[config.mk]
export PLATFORM = sky130hd
export DESIGN_NAME = source_byte_lexer
export DESIGN_NICKNAME = d
export VERILOG_FILES = /design/src/design/slx_pkg.sv /design/src/design/slx_lex.sv /design/src/design/slx_fifo.sv /design/src/design/source_byte_lexer.sv
export SDC_FILE = /design/constraint.sdc
export NUM_CORES = 2
export LEC_CHECK = 0
export ABC_CLOCK_PERIOD_IN_PS = 17600
export BUFFER_PORTS_ARGS = -buffer_cell sky130_fd_sc_hd__buf_2
export CORE_AREA = 2 2 256 258
export DETAILED_ROUTE_END_ITERATION = 12
export DIE_AREA = 0 0 258 260
export GPL_ROUTABILITY_DRIVEN = 0
export PLACE_DENSITY = 0.77
export SLEW_MARGIN = 25
export SYNTH_ARGS = -nofsm -noshare
export SYNTH_HDL_FRONTEND = slang
export SYNTH_HIERARCHICAL = 1
export SYNTH_SLANG_ARGS = --single-unit
[constraint.sdc]
create_clock -name clk_i -period 17.6 [get_ports clk_i]
set_input_delay 0.88 -clock clk_i [delete_from_list [all_inputs] [get_ports clk_i]]
set_output_delay 0.88 -clock clk_i [all_outputs]
set_load 0.02 [all_outputs]
[src/design/slx_pkg.sv]
package slx_pkg;

  // Position counter and token length counter widths
  localparam int unsigned POSITION_BITS = 32;
  localparam int unsigned LENGTH_BITS   = 16;

  // Output field widths (fixed by the interface)
  localparam int unsigned START_W = 32;
  localparam int unsigned LEN_W   = 16;
  localparam int unsigned VALUE_W = 63;

  // Result queue
  localparam int unsigned FIFO_DEPTH = 4;
  localparam int unsigned FIFO_AW    = $clog2(FIFO_DEPTH);

  typedef logic [POSITION_BITS-1:0] pos_t;
  typedef logic [LENGTH_BITS-1:0]   len_t;

  typedef enum logic {
    REQ_BYTE = 1'b0,
    REQ_END  = 1'b1
  } req_e;

  typedef enum logic [3:0] {
    KIND_END    = 4'd0,
    KIND_ERROR  = 4'd1,
    KIND_IDENT  = 4'd2,
    KIND_INT    = 4'd3,
    KIND_PLUS   = 4'd4,
    KIND_MINUS  = 4'd5,
    KIND_LPAREN = 4'd6,
    KIND_RPAREN = 4'd7,
    KIND_STAR   = 4'd8,
    KIND_SLASH  = 4'd9
  } kind_e;

  typedef struct packed {
    kind_e               kind;
    logic [VALUE_W-1:0]  int_value;
    logic                overflow;
    logic [START_W-1:0]  start;
    logic [LEN_W-1:0]    length;
    logic [7:0]          err_byte;
    logic                last;
  } tok_t;

  // Up to two tokens produced by one item
  typedef struct packed {
    logic [1:0] n;
    tok_t       t0;
    tok_t       t1;
  } push_t;

  function automatic logic [START_W-1:0] out_start(pos_t p);
    logic [63:0] w;
    w = 64'(p);
    return w[START_W-1:0];
  endfunction

  function automatic logic [LEN_W-1:0] out_length(len_t l);
    logic [31:0] w;
    w = 32'(l);
    return (w > 32'h0000_FFFF) ? 16'hFFFF : w[LEN_W-1:0];
  endfunction

endpackage

[src/design/slx_lex.sv]
module slx_lex (
  input  logic               clk_i,
  input  logic               rst_ni,
  input  logic               item_fire_i,
  input  logic               req_type_i,
  input  logic [7:0]         source_byte_i,
  output slx_pkg::push_t     push_o
);

  typedef enum logic [2:0] {
    ST_START   = 3'd0,
    ST_SLASH   = 3'd1,
    ST_COMMENT = 3'd2,
    ST_UNDER   = 3'd3,
    ST_IDENT   = 3'd4,
    ST_NUMBER  = 3'd5
  } lex_state_e;

  localparam logic [7:0] CH_0     = 8'h30;
  localparam logic [7:0] CH_9     = 8'h39;
  localparam logic [7:0] CH_UNDER = 8'h5F;
  localparam logic [7:0] CH_SLASH = 8'h2F;
  localparam logic [7:0] CH_STAR  = 8'h2A;
  localparam logic [7:0] CH_PLUS  = 8'h2B;
  localparam logic [7:0] CH_MINUS = 8'h2D;
  localparam logic [7:0] CH_LPAR  = 8'h28;
  localparam logic [7:0] CH_RPAR  = 8'h29;
  localparam logic [7:0] CH_LF    = 8'h0A;
  localparam logic [7:0] CH_CR    = 8'h0D;
  localparam logic [7:0] CH_TAB   = 8'h09;
  localparam logic [7:0] CH_SPACE = 8'h20;

  localparam logic [slx_pkg::VALUE_W-1:0] INT_MAX = '1;
  localparam slx_pkg::len_t LEN_MAX = '1;

  lex_state_e                  state_q, state_d;
  logic [slx_pkg::VALUE_W-1:0] accum_q, accum_d;
  logic                        ovf_q, ovf_d;
  slx_pkg::len_t               len_q, len_d;
  slx_pkg::pos_t               cstart_q, cstart_d;
  slx_pkg::pos_t               pos_q, pos_d;
  logic [7:0]                  first_q, first_d;

  logic [7:0] b;
  logic       is_digit, is_letter, is_space, is_ident;
  logic       pend_vld, emit_pend, do_start, stok_vld;
  logic [3:0] digit;
  logic [slx_pkg::VALUE_W+3:0] prod;
  logic       prod_ovf;
  slx_pkg::tok_t pend_tok, stok, end_tok;

  assign b         = source_byte_i;
  assign is_digit  = (b >= CH_0) && (b <= CH_9);
  assign is_letter = ((b >= 8'h41) && (b <= 8'h5A)) || ((b >= 8'h61) && (b <= 8'h7A));
  assign is_space  = (b == CH_SPACE) || ((b >= CH_TAB) && (b <= CH_CR));
  assign is_ident  = is_digit || is_letter || (b == CH_UNDER);
  assign digit     = 4'(b - CH_0);

  // accum * 10 + digit, with saturation on overflow past 2^63-1
  assign prod = {1'b0, accum_q, 3'b000} + {3'b000, accum_q, 1'b0}
              + (slx_pkg::VALUE_W+4)'(digit);
  assign prod_ovf = ovf_q || (prod[slx_pkg::VALUE_W+3:slx_pkg::VALUE_W] != '0);

  // Token held by the current state, emitted when the run ends
  always_comb begin
    pend_tok       = '0;
    pend_tok.start = slx_pkg::out_start(cstart_q);
    pend_tok.length = slx_pkg::out_length(len_q);
    pend_vld       = 1'b1;
    unique case (state_q)
      ST_SLASH: begin
        pend_tok.kind   = slx_pkg::KIND_SLASH;
        pend_tok.length = 16'd1;
      end
      ST_UNDER: begin
        pend_tok.kind     = slx_pkg::KIND_ERROR;
        pend_tok.err_byte = first_q;
      end
      ST_IDENT:  pend_tok.kind = slx_pkg::KIND_IDENT;
      ST_NUMBER: begin
        pend_tok.kind      = slx_pkg::KIND_INT;
        pend_tok.int_value = accum_q;
        pend_tok.overflow  = ovf_q;
      end
      default: pend_vld = 1'b0;
    endcase
  end

  // Single-byte token from the start state
  always_comb begin
    stok        = '0;
    stok.start  = slx_pkg::out_start(pos_q);
    stok.length = 16'd1;
    stok_vld    = 1'b1;
    priority if (b == CH_PLUS)  stok.kind = slx_pkg::KIND_PLUS;
    else if (b == CH_MINUS)     stok.kind = slx_pkg::KIND_MINUS;
    else if (b == CH_LPAR)      stok.kind = slx_pkg::KIND_LPAREN;
    else if (b == CH_RPAR)      stok.kind = slx_pkg::KIND_RPAREN;
    else if (b == CH_STAR)      stok.kind = slx_pkg::KIND_STAR;
    else if (is_ident || is_space || (b == CH_SLASH)) stok_vld = 1'b0;
    else begin
      stok.kind     = slx_pkg::KIND_ERROR;
      stok.err_byte = b;
    end
  end

  always_comb begin
    end_tok       = '0;
    end_tok.kind  = slx_pkg::KIND_END;
    end_tok.start = slx_pkg::out_start(pos_q);
    end_tok.last  = 1'b1;
  end

  always_comb begin
    state_d   = state_q;
    accum_d   = accum_q;
    ovf_d     = ovf_q;
    len_d     = len_q;
    cstart_d  = cstart_q;
    pos_d     = pos_q;
    first_d   = first_q;
    emit_pend = 1'b0;
    do_start  = 1'b0;
    push_o    = '0;

    if (item_fire_i && (req_type_i == slx_pkg::REQ_END)) begin
      // flush pending token, then end; return to reset state
      if (pend_vld) begin
        push_o.n  = 2'd2;
        push_o.t0 = pend_tok;
        push_o.t1 = end_tok;
      end else begin
        push_o.n  = 2'd1;
        push_o.t0 = end_tok;
      end
      state_d  = ST_START;
      accum_d  = '0;
      ovf_d    = 1'b0;
      len_d    = '0;
      cstart_d = '0;
      pos_d    = '0;
      first_d  = '0;
    end else if (item_fire_i) begin
      pos_d = pos_q + 1'b1;
      unique case (state_q)
        ST_SLASH: begin
          if (b == CH_SLASH) state_d = ST_COMMENT;
          else begin
            emit_pend = 1'b1;
            do_start  = 1'b1;
          end
        end
        ST_COMMENT: begin
          if ((b == CH_LF) || (b == CH_CR)) state_d = ST_START;
        end
        ST_UNDER, ST_IDENT: begin
          if (is_ident) begin
            if (len_q != LEN_MAX) len_d = len_q + 1'b1;
            state_d = ST_IDENT;
          end else begin
            emit_pend = 1'b1;
            do_start  = 1'b1;
          end
        end
        ST_NUMBER: begin
          if (is_digit) begin
            if (len_q != LEN_MAX) len_d = len_q + 1'b1;
            accum_d = prod_ovf ? INT_MAX : prod[slx_pkg::VALUE_W-1:0];
            ovf_d   = prod_ovf;
          end else begin
            emit_pend = 1'b1;
            do_start  = 1'b1;
          end
        end
        default: do_start = 1'b1;
      endcase

      if (do_start) begin
        state_d = ST_START;
        if (is_ident) begin
          cstart_d = pos_q;
          len_d    = slx_pkg::len_t'(1);
          first_d  = b;
          accum_d  = '0;
          ovf_d    = 1'b0;
          if (is_digit) begin
            state_d = ST_NUMBER;
            accum_d = slx_pkg::VALUE_W'(digit);
          end else if (is_letter) begin
            state_d = ST_IDENT;
          end else begin
            state_d = ST_UNDER;
          end
        end else if (b == CH_SLASH) begin
          state_d  = ST_SLASH;
          cstart_d = pos_q;
        end
      end

      if (emit_pend && pend_vld) begin
        push_o.t0 = pend_tok;
        if (do_start && stok_vld) begin
          push_o.n  = 2'd2;
          push_o.t1 = stok;
          push_o.t1.last = 1'b1;
        end else begin
          push_o.n  = 2'd1;
          push_o.t0.last = 1'b1;
        end
      end else if (do_start && stok_vld) begin
        push_o.n  = 2'd1;
        push_o.t0 = stok;
        push_o.t0.last = 1'b1;
      end
    end
  end

  always_ff @(posedge clk_i or negedge rst_ni) begin
    if (!rst_ni) begin
      state_q  <= ST_START;
      accum_q  <= '0;
      ovf_q    <= 1'b0;
      len_q    <= '0;
      cstart_q <= '0;
      pos_q    <= '0;
      first_q  <= '0;
    end else begin
      state_q  <= state_d;
      accum_q  <= accum_d;
      ovf_q    <= ovf_d;
      len_q    <= len_d;
      cstart_q <= cstart_d;
      pos_q    <= pos_d;
      first_q  <= first_d;
    end
  end

  // end of source restarts offsets at zero
  a_end_resets_pos: assert property (@(posedge clk_i) disable iff (!rst_ni)
    (item_fire_i && (req_type_i == slx_pkg::REQ_END)) |=> (pos_q == '0) && (state_q == ST_START))
    else $error("position not cleared after end of source");

  // a saturated literal always holds the maximum value
  a_ovf_saturates: assert property (@(posedge clk_i) disable iff (!rst_ni)
    ovf_q |-> (accum_q == INT_MAX))
    else $error("overflowed literal not saturated");

endmodule

[src/design/slx_fifo.sv]
module slx_fifo (
  input  logic                 clk_i,
  input  logic                 rst_ni,
  input  slx_pkg::push_t       push_i,
  output logic                 room2_o,
  output logic                 valid_o,
  input  logic                 pop_i,
  output slx_pkg::tok_t        head_o
);

  localparam int unsigned CW = slx_pkg::FIFO_AW + 1;

  slx_pkg::tok_t mem_q [slx_pkg::FIFO_DEPTH];
  logic [slx_pkg::FIFO_AW-1:0] wr_q, rd_q;
  logic [CW-1:0]               cnt_q;
  logic                        pop;

  assign valid_o = (cnt_q != '0);
  assign pop     = pop_i && valid_o;
  assign room2_o = (cnt_q <= CW'(slx_pkg::FIFO_DEPTH - 2));
  assign head_o  = mem_q[rd_q];

  always_ff @(posedge clk_i) begin
    if (push_i.n != 2'd0) mem_q[wr_q] <= push_i.t0;
    if (push_i.n == 2'd2) mem_q[wr_q + 1'b1] <= push_i.t1;
  end

  always_ff @(posedge clk_i or negedge rst_ni) begin
    if (!rst_ni) begin
      wr_q  <= '0;
      rd_q  <= '0;
      cnt_q <= '0;
    end else begin
      wr_q  <= wr_q + slx_pkg::FIFO_AW'(push_i.n);
      rd_q  <= rd_q + slx_pkg::FIFO_AW'(pop);
      cnt_q <= cnt_q + CW'(push_i.n) - CW'(pop);
    end
  end

  a_no_overrun: assert property (@(posedge clk_i) disable iff (!rst_ni)
    (push_i.n != 2'd0) |-> (cnt_q <= CW'(slx_pkg::FIFO_DEPTH) - CW'(push_i.n)))
    else $error("result queue overrun");

  a_count_bound: assert property (@(posedge clk_i) disable iff (!rst_ni)
    cnt_q <= CW'(slx_pkg::FIFO_DEPTH))
    else $error("result queue count out of range");

endmodule

[src/design/source_byte_lexer.sv]
// source_byte_lexer: byte-serial lexer for a small expression language.
// Input channel (in_valid_i / in_stall_o): one transaction carries either a
// source byte (req_type_i = 0) or the end-of-source mark (req_type_i = 1).
// Output channel (out_valid_o / out_stall_i): one token per transaction, with
// kind, integer value and overflow flag, start offset, length, error byte and
// last_of_run, which marks the final token caused by one input transaction.
// One input can give zero, one or two tokens: a byte that ends a pending token
// is then lexed from the start state, and end of source flushes the pending
// token before the end token.
// An input waits in the input register until the queue has room for two
// tokens, then is lexed and queued. Throughput: one input per cycle while the
// queue has that room and each input gives at most one token. The limit is
// the single output port of the 4-entry queue, one token per transaction.
// When the receiver stalls, tokens collect in the queue; the input register
// holds its item (in_stall_o high) until the queue has room for two tokens.
// Reset clears the lexer to the start state at offset zero and empties the
// queue; end of source does the same for the lexer.
module source_byte_lexer (
  input  logic        clk_i,
  input  logic        rst_ni,
  input  logic        in_valid_i,
  output logic        in_stall_o,
  input  logic        req_type_i,
  input  logic [7:0]  source_byte_i,
  output logic        out_valid_o,
  input  logic        out_stall_i,
  output logic [3:0]  token_kind_o,
  output logic [62:0] int_value_o,
  output logic        overflow_o,
  output logic [31:0] token_start_o,
  output logic [15:0] token_length_o,
  output logic [7:0]  error_byte_o,
  output logic        last_of_run_o
);

  // input register
  logic       item_vld_q;
  logic       item_type_q;
  logic [7:0] item_byte_q;

  logic           room2;
  logic           fire;
  slx_pkg::push_t push;
  slx_pkg::tok_t  head;

  // lex the held item only when both of its possible tokens fit
  assign fire       = item_vld_q && room2;
  assign in_stall_o = item_vld_q && !room2;

  always_ff @(posedge clk_i or negedge rst_ni) begin
    if (!rst_ni) begin
      item_vld_q <= 1'b0;
    end else if (in_valid_i && !in_stall_o) begin
      item_vld_q <= 1'b1;
    end else if (fire) begin
      item_vld_q <= 1'b0;
    end
  end

  always_ff @(posedge clk_i) begin
    if (in_valid_i && !in_stall_o) begin
      item_type_q <= req_type_i;
      item_byte_q <= source_byte_i;
    end
  end

  slx_lex u_lex (
    .clk_i         (clk_i),
    .rst_ni        (rst_ni),
    .item_fire_i   (fire),
    .req_type_i    (item_type_q),
    .source_byte_i (item_byte_q),
    .push_o        (push)
  );

  slx_fifo u_fifo (
    .clk_i   (clk_i),
    .rst_ni  (rst_ni),
    .push_i  (push),
    .room2_o (room2),
    .valid_o (out_valid_o),
    .pop_i   (!out_stall_i),
    .head_o  (head)
  );

  assign token_kind_o   = head.kind;
  assign int_value_o    = head.int_value;
  assign overflow_o     = head.overflow;
  assign token_start_o  = head.start;
  assign token_length_o = head.length;
  assign error_byte_o   = head.err_byte;
  assign last_of_run_o  = head.last;

endmodule

# Word level (Yosys, flattened, before mapping)
# Memories as Yosys holds them, arrays and structs flattened.
# Cells that the tools add are included.
# op_classes
n_addsub	10
magnitude_cmp	9
eq_ne	20
muxes	92
n_reduce_logical	36
# ops
cell	count
two-way mux 252 bit	2
two-way mux 63 bit	7
two-way mux 127 bit	2
two-way mux 125 bit	2
two-way mux 32 bit	7
two-way mux 16 bit	8
two-way mux 126 bit	1
two-way mux 8 bit	11
adder 66 x 64 -> 67 bit	1
adder 67 x 4 -> 67 bit	1
two-way mux 64 bit	1
two-way mux 57 bit	1
equality test 8 x 6 -> 1 bit (second input constant)	7
adder 32 x 1 -> 32 bit (second input constant)	1
case mux 16 bit (2 select lines)	1
two-way mux 1 bit	29
two-way mux 3 bit	9
two-way mux 4 bit	6
adder 16 x 1 -> 16 bit (second input constant)	1
equality test 8 x 4 -> 1 bit (second input constant)	2
greater-or-equal comparator 8 x 7 -> 1 bit (second input constant)	2
less-or-equal comparator 8 x 7 -> 1 bit (second input constant)	2
!= test 16 bit (second input constant)	1
case mux 4 bit (4 select lines)	1
other kinds (32)	61
# word_totals
regBits	172
ram_bits	500
wordCells	181
n_memories	1
# memory_table
memory	words	width	rd	rd_clocked_by_memory_dff	write_ports	line	rtl
u_fifo.mem_q	4	125	1	0	2	slx_fifo.sv:13	slx_pkg::tok_t mem_q [slx_pkg::FIFO_DEPTH];

# Longest topological paths before layout
# depth
depth_word	21
ltp_mapped	19

# Hierarchy
# The synthesis kept the hierarchy.
# modules_own_cells
module	n_inst	cells_each	area_per_inst_um2
slx_fifo	1	1250	24837.6
slx_lex	1	1875	14984.4
source_byte_lexer	1	16	337.8

# Worst setup path before layout
# Ideal clock, no wire load.
# synth_path
path_kind	register to register
from	register item_byte_q[3]
to	memory u_fifo/mem_q[0][0] (netlist bit) (enable)
setup_ps	782
arrival_time_ps	11864
setup_slack_ps	4954
path_stages_with_launch	17
synth_period_minus_slack_ps	12646
cell_sequence	edfxtp_1 > buf_4 > or4_4 > o22ai_4 > o211a_4 > o211ai_1 > a21oi_1 > a21oi_2 > inv_2 > clkbuf_1 > ha_1 > and2_1 > o21bai_1 > buf_4 > clkbuf_2 > o21bai_1 > o21ai_0
# synth_rtl
item	line	rtl
from (decl)	source_byte_lexer.sv:39	logic [7:0] item_byte_q;
from (signal assigned)	source_byte_lexer.sv:63	item_byte_q <= source_byte_i;
to (decl)	slx_fifo.sv:13	

==> impl_metrics.csv <==
group,metric,value,unit
worst_setup_path,startpoint,"item_byte_q[3]",
floorplan,die_y,260,um
sta,fin_crit_sh,37.7,%
sta,worst_slew_pin_slew,1.13,ns
clock_network,ctsHoldBuffers,0,
placement,post-place-ws,11.01,ns
flow_run,drv_cap,0,
clock_network,clock-root-buffer,"clkbuf_16",
sta,hold_viol,0,
detailed_routing,first_pass_iters,6,
clock_network,cts.path.max_buffers,3,
power,sequentialPowerShare,39.7,%
clock_network,cts_tree,"yes",
finish,area_growth_syn_to_layout,7.24,%
sta,whs,0.200,ns
sta,setup_violations,0,
floorplan,fp.coreArea,64100,um^2
global_routing,grt_max_degree,126,
clock_network,cts.repair.resized,0,
worst_setup_path,cp-endpoint,"u_fifo/mem_q[2][102]",
worst_setup_path,regToRegEndpoint,"u_fifo/mem_q[2][102]",
synth,ys_types,101,
worst_setup_path,max_stage_delay,0.91,ns
floorplan,start_util,62.6,%
synth,yosysSeqAreaShare,48.2,%
power,power_density,137,nW/um^2
detailed_routing,drt-total-wl,98.4,mm
synth,ys_async_sr_fraction,24.3,%
power,combPwrFrac,35.2,%
synth,synthTopCellsByArea,"edfxtp_1, mux2_2, dfrtp_1, mux4_2, ha_1",
power,pwr-share-clk,25.1,%
sta,max-slew-margin-rel,24.3,%
detailed_routing,via_per_inst,6.61,
worst_hold_path,hold_class,"primary input to asynchronous set/reset pin",
worst_setup_path,slowest_stage,"and4bb_4",
clock_network,clock_sinks,672,
sta,rsz0062_at_grt,"false",
global_routing,grt_pass1_wl,155,mm
detailed_routing,ant_nets,0,
status,outcome,"completed",
floorplan,num_io_pins,140,
floorplan,die_w,258,um
sta,slew_viol_final,0,
synth,synthTopCellsByCount,"edfxtp_1, mux2_2, o21ai_0",
worst_setup_path,critPathKind,"register to register",
power,swShare,36.1,%
synth,yosysTopAreaCell,"edfxtp_1",
global_routing,grt_pass1_vias,27800,
power,peakVddDrop,131,uV
synth,syn_inst,3141,
synth,synth.cell_area,40200,um^2
floorplan,die_area,67100,um^2
synth,synth_edf_count,509,
sta,min_period,6.63,ns
worst_setup_path,reg2reg_from,"item_byte_q[3]",
worst_setup_path,cp-end-kind,"register",
synth,yosysWarnings,6,
synth,yosysTopAreaCellShare,38.1,%
global_routing,grt_use_total,29.5,%
worst_setup_path,path_max_fanout,43,
worst_setup_path,r2r_slack,10.97,ns
detailed_routing,post-route-drc-count,0,
detailed_routing,avgRoutedWirePerCell,24.1,um
clock_network,clk_latency,0.63,ns
sta,worst_slack,10.97,ns
worst_setup_path,critPathRequiredTime,17.84,ns
placement,portBuffers,139,
finish,final_nets,3309,
finish,layout-drive-gt1-share,29.1,%
global_routing,grt-ovfl-total,0,
power,p_leak,16.9,nW
power,p_int,3.77,mW
worst_setup_path,crit_top_cell,"buf_4",
detailed_routing,via_count,27000,
global_routing,antenna_found_initial,2,
sta,setup-tns-final,0,ns
sta,clock_skew,0.0240,ns
floorplan,rows,93,
synth,yosys_most_used_dff,"edfxtp_1",
worst_setup_path,arrival,6.87,ns
detailed_routing,drtIter0Drc,2645,
worst_setup_path,rr_worst_depth,14,
synth,postSynthAreaPerCell,12.8,um^2
sta,max_freq,0.151,GHz
synth,yosysMostFrequentCell,"edfxtp_1",
power,power,5.90,mW
clock_network,cts_setup_buffers,0,
placement,dp_hpwl,59.7,mm
worst_setup_path,critPathLaunchType,"register",
clock_network,clk_pin_slew,0.06,ns
synth,ys_ff_latch,672,
power,p_sw,2.13,mW
worst_setup_path,path_cells,"or4_4 -> o22ai_4 -> o211a_4 -> o211ai_1 -> a21oi_1 -> a21oi_2 -> inv_2 -> ha_1 -> and2_1 -> o21bai_1 -> and4bb_4 -> o21bai_4 -> buf_4 -> buf_4",
clock_network,cts.htree.levels,3,
clock_network,numCtsBuffers,73,
[how the worst min path moves through the flow]
stage	cells after the start	slack, ns	to
2_1_floorplan	1	0.45	u_lex/first_q[7]
3_3_place_gp	2	0.48	u_lex/cstart_q[4]
3_5_place_dp	2	0.49	u_lex/cstart_q[8]
4_1_cts	1	0.19	u_lex/accum_q[47]
5_1_grt	1	0.22	u_lex/accum_q[53]
6_report	1	0.20	u_lex/accum_q[47]
[layout make-up]
type | instances | area, um^2
Tap cell | 855 | 1070
Clock buffer | 111 | 2060
Inverter | 54 | 203
Timing Repair Buffer | 177 | 1020
Multi-Input combinational cell | 2184 | 19100
Clock inverter | 25 | 245
Sequential cell | 672 | 19400
Antenna cell | 2 | 5.00
Fill cell | 4567 | 21000
[metal layers]
layer  vias up  part of all wire, %  global-route usage [%]
li1      12000                    -                       -
met1     13500                   41                    38.3
met2      1162                   49                    50.3
met3       254                  6.7                    4.94
met4         0                  3.4                    10.5
met5         -                    0                       0
[per-stage QoR]
step	instance area (um^2)	cells	utilization, %
finish	43100	4080	67.2
global route	43100	4078	67.2
CTS	43000	4077	67.1
detailed placement	40700	3941	63.5
global placement	40700	3941	63.5
floorplan	40500	3219	-
[registers in the layout, indices dropped and copies added (netlist names)]
name / flops
u_fifo/mem_q: 500
u_lex/accum_q: 63
u_lex/cstart_q: 32
u_lex/pos_q: 32
u_lex/len_q: 16
item_byte_q: 8
u_lex/first_q: 8
u_fifo/cnt_q: 3
u_lex/state_q: 3
u_fifo/rd_q: 2
u_fifo/wr_q: 2
item_type_q: 1
item_vld_q: 1
u_lex/ovf_q: 1
[power by group through the flow]
stage | clock network (mW) | logic, mW | registers (mW)
global route | 1.56 | 2.20 | 2.38
floorplan | 0 | 1.50 | 2.34
global placement | 0 | 2.07 | 2.35
finish | 1.48 | 2.08 | 2.34
detailed placement | 0 | 2.09 | 2.37
CTS | 1.50 | 2.09 | 2.35
[cells by family after synthesis]
kind of cell	after synthesis	share of synthesized area (%)
AND/OR/NAND/NOR	603	7.91
buffers and inverters	363	5.20
AO/OA/AOI/OAI	616	9.66
XOR/XNOR	85	1.85
adder cells (fa/ha/maj)	134	4.23
multiplexers	667	22.9
other	1	0.00934
flip-flops	672	48.2
[worst max-delay path: cells and delay by family (launching register included)]
| family | cells | cell delay [ns] |
|---|---|---|
| buf+inv | 3 | 1.97 |
| simple gates | 3 | 1.75 |
| compound gates | 7 | 1.57 |
| flops | 1 | 0.57 |
| fa+ha+maj | 1 | 0.27 |
[placed cells by master, fill, tap and decap left out, types with 97 or more instances in the layout]
cell type  count
and2_1       119
mux2_2       397
ha_1         131
buf_2        138
mux4_2       125
dfrtp_1      161
nand2_1      150
edfxtp_1     509
nor2_1        97
o21ai_0      165
a21oi_1      141
Note: power is estimated with default switching activity, not from simulation.
